`config.mk`:
```
export PLATFORM = sky130hd
export DESIGN_NAME = terrain_leg_leveling_pwm_core
export DESIGN_NICKNAME = d
export VERILOG_FILES = /design/src/design/tllp_pkg.sv /design/src/design/tllp_cordic.sv /design/src/design/terrain_leg_leveling_pwm_core.sv
export SDC_FILE = /design/constraint.sdc
export NUM_CORES = 2
export LEC_CHECK = 0
export ABC_AREA = 1
export BUFFER_PORTS_ARGS = -buffer_cell sky130_fd_sc_hd__buf_2
export CAP_MARGIN = 20
export CORE_MARGIN = 5
export CORE_UTILIZATION = 40
export CTS_CLUSTER_DIAMETER = 30
export DETAILED_ROUTE_END_ITERATION = 10
export PLACE_DENSITY = 0.66
export SETUP_SLACK_MARGIN = 0.4
export SYNTH_ARGS = -nofsm -noshare
export SYNTH_HDL_FRONTEND = slang
export SYNTH_SLANG_ARGS = --single-unit
```
`constraint.sdc`:
```
create_clock -name clk -period 10.1 [get_ports clk]
set_clock_uncertainty 0.2 [all_clocks]
set_input_delay 0.505 -clock clk [delete_from_list [all_inputs] [get_ports clk]]
set_output_delay 0.505 -clock clk [all_outputs]
set_load 0.005 [all_outputs]
```
`src/design/tllp_pkg.sv`:
```
// Shared constants, register codes and the arctangent table of the leg levelling core.
package tllp_pkg;

  // Default sizes handed to the top level.
  localparam int RANGE_BITS_DEF      = 16;
  localparam int ANGLE_FRAC_BITS_DEF = 8;

  // CORDIC settings: iteration count and accumulator width (degrees, 16 fraction bits).
  localparam int CORDIC_STEPS = 18;
  localparam int Z_W          = 24;
  localparam int ITER_W       = 5;

  // Configuration register indexes.
  typedef enum logic [1:0] {
    REG_PWM_LOW     = 2'd0,
    REG_PWM_HIGH    = 2'd1,
    REG_REVERSE     = 2'd2,
    REG_LINK_LENGTH = 2'd3
  } reg_index_t;

  // Register values after reset.
  localparam logic [11:0] PWM_LOW_RESET     = 12'd896;
  localparam logic [11:0] PWM_HIGH_RESET    = 12'd2080;
  localparam logic [3:0]  REVERSE_RESET     = 4'd6;
  localparam logic [15:0] LINK_LENGTH_RESET = 16'd762;

  // atan(2^-i) in degrees with 16 fractional bits.
  function automatic logic signed [Z_W-1:0] atan_q16(input logic [ITER_W-1:0] i);
    logic signed [Z_W-1:0] v;
    case (i)
      5'd0:    v = 24'sd2949120;
      5'd1:    v = 24'sd1740967;
      5'd2:    v = 24'sd919879;
      5'd3:    v = 24'sd466945;
      5'd4:    v = 24'sd234379;
      5'd5:    v = 24'sd117304;
      5'd6:    v = 24'sd58666;
      5'd7:    v = 24'sd29335;
      5'd8:    v = 24'sd14668;
      5'd9:    v = 24'sd7334;
      5'd10:   v = 24'sd3667;
      5'd11:   v = 24'sd1833;
      5'd12:   v = 24'sd917;
      5'd13:   v = 24'sd458;
      5'd14:   v = 24'sd229;
      5'd15:   v = 24'sd115;
      5'd16:   v = 24'sd57;
      5'd17:   v = 24'sd29;
      default: v = '0;
    endcase
    return v;
  endfunction

endpackage

```
`src/design/tllp_cordic.sv`:
```
// Iterative vectoring CORDIC: one micro-rotation per cycle, angle in degrees (Q16).
module tllp_cordic #(
  parameter int CW = 36
) (
  input  logic                               clk,
  input  logic                               rst,
  input  logic                               start,
  input  logic signed [CW-1:0]               x0,
  input  logic signed [CW-1:0]               y0,
  output logic                               done,
  output logic signed [tllp_pkg::Z_W-1:0]    z
);

  logic signed [CW-1:0]            x;
  logic signed [CW-1:0]            y;
  logic [tllp_pkg::ITER_W-1:0]     iter;
  logic                            busy;
  logic signed [CW-1:0]            xs;
  logic signed [CW-1:0]            ys;

  // Floor shifts of the current vector.
  assign xs = x >>> iter;
  assign ys = y >>> iter;

  // Rotation towards the x axis, accumulating the table angle.
  always_ff @(posedge clk) begin
    if (rst) begin
      busy <= 1'b0;
      done <= 1'b0;
      iter <= '0;
    end else begin
      done <= 1'b0;
      if (start) begin
        x    <= x0;
        y    <= y0;
        z    <= '0;
        iter <= '0;
        busy <= 1'b1;
      end else if (busy) begin
        if (y >= 0) begin
          x <= x + ys;
          y <= y - xs;
          z <= z + tllp_pkg::atan_q16(iter);
        end else begin
          x <= x - ys;
          y <= y + xs;
          z <= z - tllp_pkg::atan_q16(iter);
        end
        if (iter == tllp_pkg::ITER_W'(tllp_pkg::CORDIC_STEPS - 1)) begin
          busy <= 1'b0;
          done <= 1'b1;
        end else begin
          iter <= iter + 1'b1;
        end
      end
    end
  end

endmodule

```
`src/design/terrain_leg_leveling_pwm_core.sv`:
```
// Sequence: a tick with all legs reported gives four results, computed one leg after another by
// the CORDIC, ANGLE_FRAC_BITS+6 multiply steps, ANGLE_FRAC_BITS+18 divide steps and the sequencing
// states; the next leg starts only once the previous result is taken. A leg that needs no
// arctangent skips the CORDIC. Results wait until taken.
// Throughput: one request at a time; a new request is taken once the last result has gone.
// Reset (synchronous, active high) clears all reported ranges and restores register defaults.
module terrain_leg_leveling_pwm_core #(
  parameter int RANGE_BITS      = tllp_pkg::RANGE_BITS_DEF,
  parameter int ANGLE_FRAC_BITS = tllp_pkg::ANGLE_FRAC_BITS_DEF
) (
  input  logic        clk,
  input  logic        rst,
  input  logic        s_tvalid,
  output logic        s_tready,
  input  logic [23:0] s_tdata,   // leg [1:0], range [17:2], zero fill above
  input  logic        s_tuser,   // action
  output logic        m_tvalid,
  input  logic        m_tready,
  output logic [15:0] m_tdata,   // leg_res [1:0], pwm_us [13:2], zero fill above
  output logic        m_tuser,   // is_reference
  output logic        m_tlast,
  input  logic        cfg_we,
  input  logic [1:0]  cfg_index,
  input  logic [15:0] cfg_data
);

  localparam int F     = ANGLE_FRAC_BITS;
  localparam int R     = RANGE_BITS;
  localparam int PLW   = R + 2;
  localparam int DW    = R + 3;
  localparam int AGW   = F + 9;
  localparam int AW    = F + 6;
  localparam int PW    = AW + 12;
  localparam int RW    = F + 7;
  localparam int SH    = 16 - F;
  localparam int CW    = ((R + 19 > 34) ? R + 19 : 34) + 2;
  localparam int CNT_W = $clog2(PW + 1);
  localparam int ZW    = tllp_pkg::Z_W;

  localparam logic signed [AGW-1:0] THIRTY  = AGW'(30 << F);
  localparam logic [RW-1:0]         DIVISOR = RW'(60 << F);
  localparam logic signed [ZW:0]    HALF    = (SH == 0) ? '0 : (ZW + 1)'(1 << (SH - 1));

  typedef enum logic [3:0] {
    S_IDLE, S_SETUP, S_PREP, S_CORDIC, S_ANGLE, S_MUL, S_DIV, S_FINISH, S_OUT
  } state_t;

  state_t state;

  logic [11:0] pwm_low_us;
  logic [11:0] pwm_high_us;
  logic [3:0]  reverse_mask;
  logic [15:0] link_length;
  logic [R-1:0] leg_range [4];
  logic [3:0]  leg_seen;

  logic [1:0]  ref_leg;
  logic [1:0]  leg_idx;
  logic signed [AGW-1:0] angle;
  logic [11:0] p_start;
  logic        neg;
  logic [AW-1:0] areg;
  logic [PW-1:0] mreg;
  logic [PW-1:0] acc;
  logic [PW-1:0] num;
  logic [RW-1:0] rem;
  logic [12:0]   quo;
  logic [CNT_W-1:0] cnt;

  logic        cordic_start;
  logic        cordic_done;
  logic signed [ZW-1:0] cordic_z;

  // Plane heights, reference choice and height difference of the current leg.
  logic signed [PLW-1:0] plane [4];
  logic [1:0]            ref_comb;
  logic [R-1:0]          low_range;
  logic signed [PLW-1:0] plane_leg;
  logic signed [PLW-1:0] plane_ref;
  logic signed [DW-1:0]  delta;

  always_comb begin
    plane[0] = -$signed({2'b00, leg_range[0]});
    plane[1] = -$signed({2'b00, leg_range[1]});
    plane[2] = -$signed({2'b00, leg_range[2]});
    plane[3] = $signed({2'b00, leg_range[0]}) - $signed({2'b00, leg_range[1]})
             - $signed({2'b00, leg_range[2]});
    ref_comb  = 2'd0;
    low_range = leg_range[0];
    if (leg_range[1] < low_range) begin
      ref_comb  = 2'd1;
      low_range = leg_range[1];
    end
    if (leg_range[2] < low_range) begin
      ref_comb  = 2'd2;
      low_range = leg_range[2];
    end
    if (leg_range[3] < low_range) begin
      ref_comb  = 2'd3;
    end
    case (leg_idx)
      2'd0:    plane_leg = plane[0];
      2'd1:    plane_leg = plane[1];
      2'd2:    plane_leg = plane[2];
      default: plane_leg = plane[3];
    endcase
    case (ref_leg)
      2'd0:    plane_ref = plane[0];
      2'd1:    plane_ref = plane[1];
      2'd2:    plane_ref = plane[2];
      default: plane_ref = plane[3];
    endcase
    delta = DW'(plane_leg) - DW'(plane_ref);
  end

  // CORDIC start vector and rounding of its angle to the working format.
  logic signed [CW-1:0]  cx0;
  logic signed [CW-1:0]  cy0;
  logic signed [ZW:0]    z_add;
  logic signed [ZW:0]    z_round;
  logic signed [AGW-1:0] atan_q;

  assign cx0     = CW'($signed({1'b0, link_length, 16'h0000}));
  assign cy0     = CW'($signed({delta, 16'h0000}));
  assign z_add   = $signed({cordic_z[ZW-1], cordic_z}) + HALF;
  assign z_round = z_add >>> SH;
  assign atan_q  = z_round[AGW-1:0];
  assign cordic_start = (state == S_PREP) && (leg_idx != ref_leg) && (delta > 0);

  tllp_cordic #(
    .CW(CW)
  ) u_cordic (
    .clk   (clk),
    .rst   (rst),
    .start (cordic_start),
    .x0    (cx0),
    .y0    (cy0),
    .done  (cordic_done),
    .z     (cordic_z)
  );

  // Clamp, pulse span and operands of the serial multiply.
  logic signed [AGW-1:0] ang_clamp;
  logic signed [AGW-1:0] ang_shift;
  logic [11:0]           ps_c;
  logic [11:0]           pe_c;
  logic signed [12:0]    diff;
  logic signed [12:0]    diff_abs;

  always_comb begin
    ang_clamp = angle;
    if (angle > THIRTY) begin
      ang_clamp = THIRTY;
    end
    if (angle < -THIRTY) begin
      ang_clamp = -THIRTY;
    end
    ang_shift = ang_clamp + THIRTY;
    if (reverse_mask[leg_idx]) begin
      ps_c = pwm_high_us;
      pe_c = pwm_low_us;
    end else begin
      ps_c = pwm_low_us;
      pe_c = pwm_high_us;
    end
    diff     = $signed({1'b0, pe_c}) - $signed({1'b0, ps_c});
    diff_abs = diff[12] ? -diff : diff;
  end

  // One step of the shift-add multiply and of the restoring divide.
  logic [PW-1:0] acc_next;
  logic [RW-1:0] trial;
  logic          qbit;
  logic [RW-1:0] rem_next;

  always_comb begin
    acc_next = areg[0] ? acc + mreg : acc;
    trial    = {rem[RW-2:0], num[PW-1]};
    qbit     = (trial >= DIVISOR);
    rem_next = qbit ? trial - DIVISOR : trial;
  end

  // Floor correction of the quotient and final pulse width.
  logic signed [13:0] q_s;
  logic signed [13:0] q_f;
  logic signed [13:0] pwm_s;

  always_comb begin
    q_s = $signed({1'b0, quo});
    if (neg) begin
      q_f = (rem != '0) ? -q_s - 14'sd1 : -q_s;
    end else begin
      q_f = q_s;
    end
    pwm_s = $signed({2'b00, p_start}) + q_f;
  end

  assign s_tready = (state == S_IDLE);

  // Configuration writes.
  always_ff @(posedge clk) begin
    if (rst) begin
      pwm_low_us   <= tllp_pkg::PWM_LOW_RESET;
      pwm_high_us  <= tllp_pkg::PWM_HIGH_RESET;
      reverse_mask <= tllp_pkg::REVERSE_RESET;
      link_length  <= tllp_pkg::LINK_LENGTH_RESET;
    end else if (cfg_we) begin
      case (tllp_pkg::reg_index_t'(cfg_index))
        tllp_pkg::REG_PWM_LOW:     pwm_low_us   <= cfg_data[11:0];
        tllp_pkg::REG_PWM_HIGH:    pwm_high_us  <= cfg_data[11:0];
        tllp_pkg::REG_REVERSE:     reverse_mask <= cfg_data[3:0];
        tllp_pkg::REG_LINK_LENGTH: link_length  <= cfg_data;
        default: ;
      endcase
    end
  end

  // Sequencer: range storage, per-leg angle, serial arithmetic and result register.
  always_ff @(posedge clk) begin
    if (rst) begin
      state    <= S_IDLE;
      leg_seen <= '0;
      m_tvalid <= 1'b0;
      leg_idx  <= '0;
      cnt      <= '0;
      for (int i = 0; i < 4; i++) begin
        leg_range[i] <= '0;
      end
    end else begin
      case (state)
        S_IDLE: begin
          if (s_tvalid) begin
            if (!s_tuser) begin
              leg_range[s_tdata[1:0]] <= R'(s_tdata[17:2]);
              leg_seen[s_tdata[1:0]]  <= 1'b1;
            end else if (&leg_seen) begin
              state <= S_SETUP;
            end
          end
        end
        S_SETUP: begin
          ref_leg <= ref_comb;
          leg_idx <= 2'd0;
          state   <= S_PREP;
        end
        S_PREP: begin
          if (cordic_start) begin
            state <= S_CORDIC;
          end else begin
            angle <= THIRTY;
            state <= S_ANGLE;
          end
        end
        S_CORDIC: begin
          if (cordic_done) begin
            angle <= THIRTY - atan_q;
            state <= S_ANGLE;
          end
        end
        S_ANGLE: begin
          p_start <= ps_c;
          neg     <= diff[12];
          areg    <= ang_shift[AW-1:0];
          mreg    <= PW'(diff_abs[11:0]);
          acc     <= '0;
          cnt     <= '0;
          state   <= S_MUL;
        end
        S_MUL: begin
          acc  <= acc_next;
          areg <= areg >> 1;
          mreg <= mreg << 1;
          if (cnt == CNT_W'(AW - 1)) begin
            num   <= acc_next;
            rem   <= '0;
            quo   <= '0;
            cnt   <= '0;
            state <= S_DIV;
          end else begin
            cnt <= cnt + 1'b1;
          end
        end
        S_DIV: begin
          rem <= rem_next;
          quo <= {quo[11:0], qbit};
          num <= num << 1;
          if (cnt == CNT_W'(PW - 1)) begin
            state <= S_FINISH;
          end else begin
            cnt <= cnt + 1'b1;
          end
        end
        S_FINISH: begin
          m_tdata  <= {2'b00, pwm_s[11:0], leg_idx};
          m_tuser  <= (leg_idx == ref_leg);
          m_tlast  <= (leg_idx == 2'd3);
          m_tvalid <= 1'b1;
          state    <= S_OUT;
        end
        S_OUT: begin
          if (m_tready) begin
            m_tvalid <= 1'b0;
            if (leg_idx == 2'd3) begin
              state <= S_IDLE;
            end else begin
              leg_idx <= leg_idx + 1'b1;
              state   <= S_PREP;
            end
          end
        end
        default: state <= S_IDLE;
      endcase
    end
  end

endmodule
```
# [Word-level counts from Yosys, hierarchy flattened]
# Memory sizes are Yosys's and may differ from the RTL's. A register that Yosys moved wholly into a read port is not among the register bits.
# Index checks and enable logic that the tools add are counted.
[word_totals] regBits=332 ram_bits=64 rom_bits=1408 input_bits=48 word_cells=228 memories=3
[memory_table] name="(name not given)" words=32 word_bits=22 rd=1 rd_ports_with_merged_regs=1 write_ports=0 line_no="tllp_pkg.sv:30" source="case (i)"
[memory_table] name="(name not given)" words=32 word_bits=22 rd=1 rd_ports_with_merged_regs=1 write_ports=0 line_no="tllp_pkg.sv:30"
[memory_table] name="leg_range" words=4 word_bits=16 rd=4 rd_ports_with_merged_regs=0 write_ports=4 line_no="terrain_leg_leveling_pwm_core.sv:54" source="logic [R-1:0] leg_range [4];"
[classes] add_sub_neg=25 order_cmp=11 n_eq_ne=31 shift=2 n_mux=83 bitwise_logic=5 n_reduce_logical=37
[ops] cell="two-way mux 24 bit" count=10
[ops] cell="two-way mux 37 bit" count=5
[ops] cell="case mux 26 bit (2 select lines)" count=3
[ops] cell="case mux 18 bit (3 select lines)" count=2
[ops] cell="adder 37 bit" count=2
[ops] cell=">>> shifter 37 x 5 -> 37 bit" count=2
[ops] cell="subtractor 37 bit" count=2
[ops] cell="two-way mux 12 bit" count=6
[ops] cell="negator 16 -> 18 bit" count=3
[ops] cell="two-way mux 26 bit" count=2
[ops] cell="< comparator 16 bit" count=3
[ops] cell="two-way mux 16 bit" count=3
[ops] cell=">= comparator 37 x 1 -> 1 bit, second input constant" count=1
[ops] cell="case mux 4 bit (9 select lines)" count=1
[ops] cell="two-way mux 17 bit" count=2
[ops] cell="case mux 17 bit (2 select lines)" count=1
[ops] cell="two-way mux 32 bit" count=1
[ops] cell="two-way mux 15 bit" count=2
[ops] cell="two-way mux 5 bit" count=6
[ops] cell="case mux 15 bit (2 select lines)" count=1
[ops] cell="two-way mux 14 bit" count=2
[ops] cell="two-way mux 4 bit" count=7
[ops] cell="case mux 14 bit (2 select lines)" count=1
[ops] cell="adder 26 bit" count=1
[ops] cell="57 further kinds" count=125

# [Logic depth before layout (Yosys ltp)]
# An unclocked memory read counts as a cell.
[depth] ltp_word=12 depth_mapped=47

# [Modules after synthesis]
# From an unflattened synthesis, not the netlist that was laid out.
[hier_totals] hier_cells=5388 area_unflattened_um2=37292.0
[modules_own_cells] module="terrain_leg_leveling_pwm_core" instances=1 cells_each=2564 area_each_um2=20173.1
[modules_own_cells] module="tllp_cordic" instances=1 cells_each=2824 area_each_um2=17118.9

# [Worst setup path after synthesis]
# OpenSTA, ideal clock, no wires.
[synth_path] path_type="register to register" start="memory leg_range[1][0] (netlist bit)" end="register u_cordic.x[0], enable pin" setup_time_ns=0.587 arrival_ns=9.927 required_time_ns=9.313 slack_ns=-0.614 path_stages_with_launch=36 path_cell_list="edfxtp_1 > ha_1 > fa_1 > nand3b_1 > and2_1 > o21ai_0 > xor2_1 > ha_1 > nand2_1 > inv_1 > nand4_1 > o211ai_1 > a21oi_1 > o21ai_0 > a21oi_1 > o21ai_0 > xor2_1 > a221oi_1 > ha_1 > nand2_1 > o21ai_0 > a21oi_1 > o21ai_1 > nand2_1 > nand2_1 > nand2_1 > nand2_1 > xor2_1 > nor2_1 > nand3b_1 > nor2_1 > nand3_1 > nand3_4 > clkbuf_1 > buf_2 > a21oi_1"
[synth_rtl] item="start: declaration" line_no="terrain_leg_leveling_pwm_core.sv:54"
[synth_rtl] item="end signal: assignment" line_no="tllp_cordic.sv:41" source="x <= x + ys;"
[synth_rtl] item="end signal: assignment" line_no="tllp_cordic.sv:45" source="x <= x - ys;"
[synth_rtl] item="end: declaration" line_no="tllp_cordic.sv:14" source="logic signed [CW-1:0] x;"

==> run metrics <==
Slew Viols, Final=0; Finish-stage setup viols=0; Post-DP HPWL=71.7 mm; kind of critical path=reg2reg; grt ovf=0; Final min period=8.00 ns; clk root buf=clkbuf_16; WP data arrival=8.13 ns; Final Non-Filler Cells=6203; RePlAce Congestion=0.922; initial DRC count=2442; H-tree Lvls=3; critical path's largest stage delay=0.99 ns; reg-to-reg startpoint=leg_range[0][0]; CP max-delay cell=a21oi_4; Final Core Density=46.0%; Post-Route Setup TNS=0 ns; fillcell total=8891; register area share after synthesis=32.8%; Tot Pwr=5.67 mW; top cells by count, synth=1134 x nand2_1, 593 x inv_1, 462 x nor2_1; DR pass1 iterations=6; cell mode on critical path=nand2_1; DRT Wirelength=95.2 mm; row count=109; max-cap viol count=0; CTS Buf Count=101; required time of the critical path=10.22 ns; layout cells sized above 1=7.56%; Area growth syn-to-layout=14.2%; CTS tree=built; Synth Register Bits=418; Leak=18.3 nW; Slew HR=27.2%; Top FF cell, synth=edfxtp_1; top cell type's share of synthesized area=27.8%; Gate Count Post-Synth=4886; RSZ-0062 raised after global routing=false; most common cell in the netlist=nand2_1; Synth cell types=81; Chip Width=308 um; Clock Sinks=418; Max Fclk=125 MHz; Mean Syn Cell Area=7.27 um2; hold path startpoint=s_tdata[5]; Multi-input gate area=20800 um2; Pwr Density=140 nW/um2; Clock Pin Slew Worst Setup and Hold Paths=0.05 ns; Post-synth EDFFs=329; antenna viol nets, final=0; Synth async-reset ratio=0%; dpl cells=5983; origin of the worst setup path=leg_range[0][0]; CP endpoint kind=flop; clk buf depth=3; Critical Path Source Type=flop; vias in the first global route=30801; Crit Path Max Fanout=42; worst skew pair latency=0.67 ns; final net count=5244; Hold Violations, Final=0; warning count from the yosys run=0; IO Port Bufs=59; Max VDD drop=135 uV; full die area=94900 um2; synthesized area=35500 um2; fin crit share=79.3%; status=finished, final reports clean; Vias=32559; FF-to-FF path depth=33; DRC=0; hold-critical path depth=3; largest area contributor in the netlist=edfxtp_1; Via density=5.25; Antenna Cells=0; total core area=88200 um2; Die H=308 um; I/O pin total=68; HP Class=in2reg; largest cells by area after synthesis=edfxtp_1 28%, nand2_1 12%, ha_1 8.4%, inv_1 6.3%, o21ai_0 5.7%; Avg WL per Cell=15.3 um; worst slew pin tran=1.09 ns; number of antenna violations at the first check in global routing=1; CTS resizes=0; first-pass GRT wire length=154 mm; total global-route track usage=19.4%; effective utilization at floorplan=40.3%; flip-flop and latch area=11700 um2; largest net degree at the start of global routing=81
power by group:
| group | leakage [nW] | switching [mW] | internal [mW] |
|---|---|---|---|
| Sequential | 3.76 | 0.0212 | 1.87 |
| Clock | 1.67 | 1.09 | 2.10 |
| Combinational | 12.9 | 0.377 | 0.213 |
cell families after synthesis:
| family | Yosys count | share of synthesized area (%) |
|---|---|---|
| AOI/OAI and AO/OA | 1021 | 16.1 |
| xor gates and xnor gates | 304 | 7.50 |
| adders and majority gates | 246 | 8.84 |
| buffers and inverters | 775 | 8.63 |
| DFF | 418 | 32.8 |
| muxes | 60 | 1.69 |
| other | 1 | 0.0106 |
| and+or+nand+nor | 2061 | 24.4 |
cell type report:
type / count / share of cell area (%)
Clock buffer: 121 / 6.86
Timing Repair Buffer: 119 / 2.06
Clock inverter: 70 / 1.65
Inverter: 616 / 5.71
Multi-Input combinational cell: 3694 / 51.4
Sequential cell: 418 / 28.8
Tap cell: 1165 / 3.59
path summary, 6_finish.rpt:
check	slack, ns	endpoint
setup / recovery	2.10	u_cordic.z[13]
hold reg to reg	0.26	reverse_mask[2]
hold / removal	0.03	leg_range[0][3]
setup reg to reg	2.10	u_cordic.z[13]
metrics by stage:
stage	setup WS, ns	area [um2]	hold WS, ns
floorplan	1.41	35500	0.225
global placement	2.24	36800	0.239
detailed placement	2.14	36800	0.244
CTS	2.09	40500	0.00467
global route	1.38	40600	0.0136
finish	2.10	40600	0.0334
per-layer routing:
layer  GRT usage [%]  wire length [um]
met5               0                 0
met4            6.31              3040
met3            2.91              5220
met2            31.8             43000
met1            26.6             43900
registers in the layout, summed over array words and instances (netlist names), 5 cells and up, named ones only:
| register | cells |
|---|---|
| acc | 26 |
| angle | 17 |
| areg | 14 |
| cnt | 5 |
| leg_range | 64 |
| link_length | 16 |
| m_tdata | 14 |
| mreg | 26 |
| num | 26 |
| p_start | 12 |
| pwm_high_us | 12 |
| pwm_low_us | 12 |
| quo | 12 |
| rem | 15 |
| u_cordic.iter | 5 |
| u_cordic.x | 37 |
| u_cordic.y | 37 |
| u_cordic.z | 24 |
timing repair:
item                                   4_1_cts  5_1_grt
hold buffers                                27        0
endpoints found under the hold margin       60        0
buffers inserted                             0        0
layout by cell type (no fill, tap or decap), types with 9 or more instances in the layout:
cell	n
nor2_4	9
dfxtp_1	86
inv_2	19
or2_2	26
o211ai_1	17
nand3_1	200
a221oi_1	9
clkinv_4	11
buf_4	30
o22ai_1	21
clkbuf_16	108
o221ai_1	13
clkinv_2	18
inv_1	592
nand4_1	59
nand2_1	1133
o21ai_1	130
ha_1	238
nor4_1	25
xor2_1	209
and2_1	10
o21a_1	15
edfxtp_1	329
clkinv_1	17
dlygate4sd3_1	27
a21oi_1	282
mux2i_1	59
a31oi_1	27
nor2_1	461
o31ai_1	12
o21ai_0	402
buf_2	59
nand2_2	9
o21ai_2	17
xnor2_1	95
nor3_1	84
a211oi_1	16
or2_1	11
clkbuf_1	10
critical path: cells and delay by family, from the launching register on:
family                     cells  cell delay [ns]
xor gates and xnor gates       3             0.61
AOI/OAI and AO/OA             11             2.96
DFF                            1             0.35
and+or+nand+nor               13             1.59
buffers and inverters          2             0.53
adders and majority gates      4             1.40
Note: power is estimated with default switching activity, not from simulation.
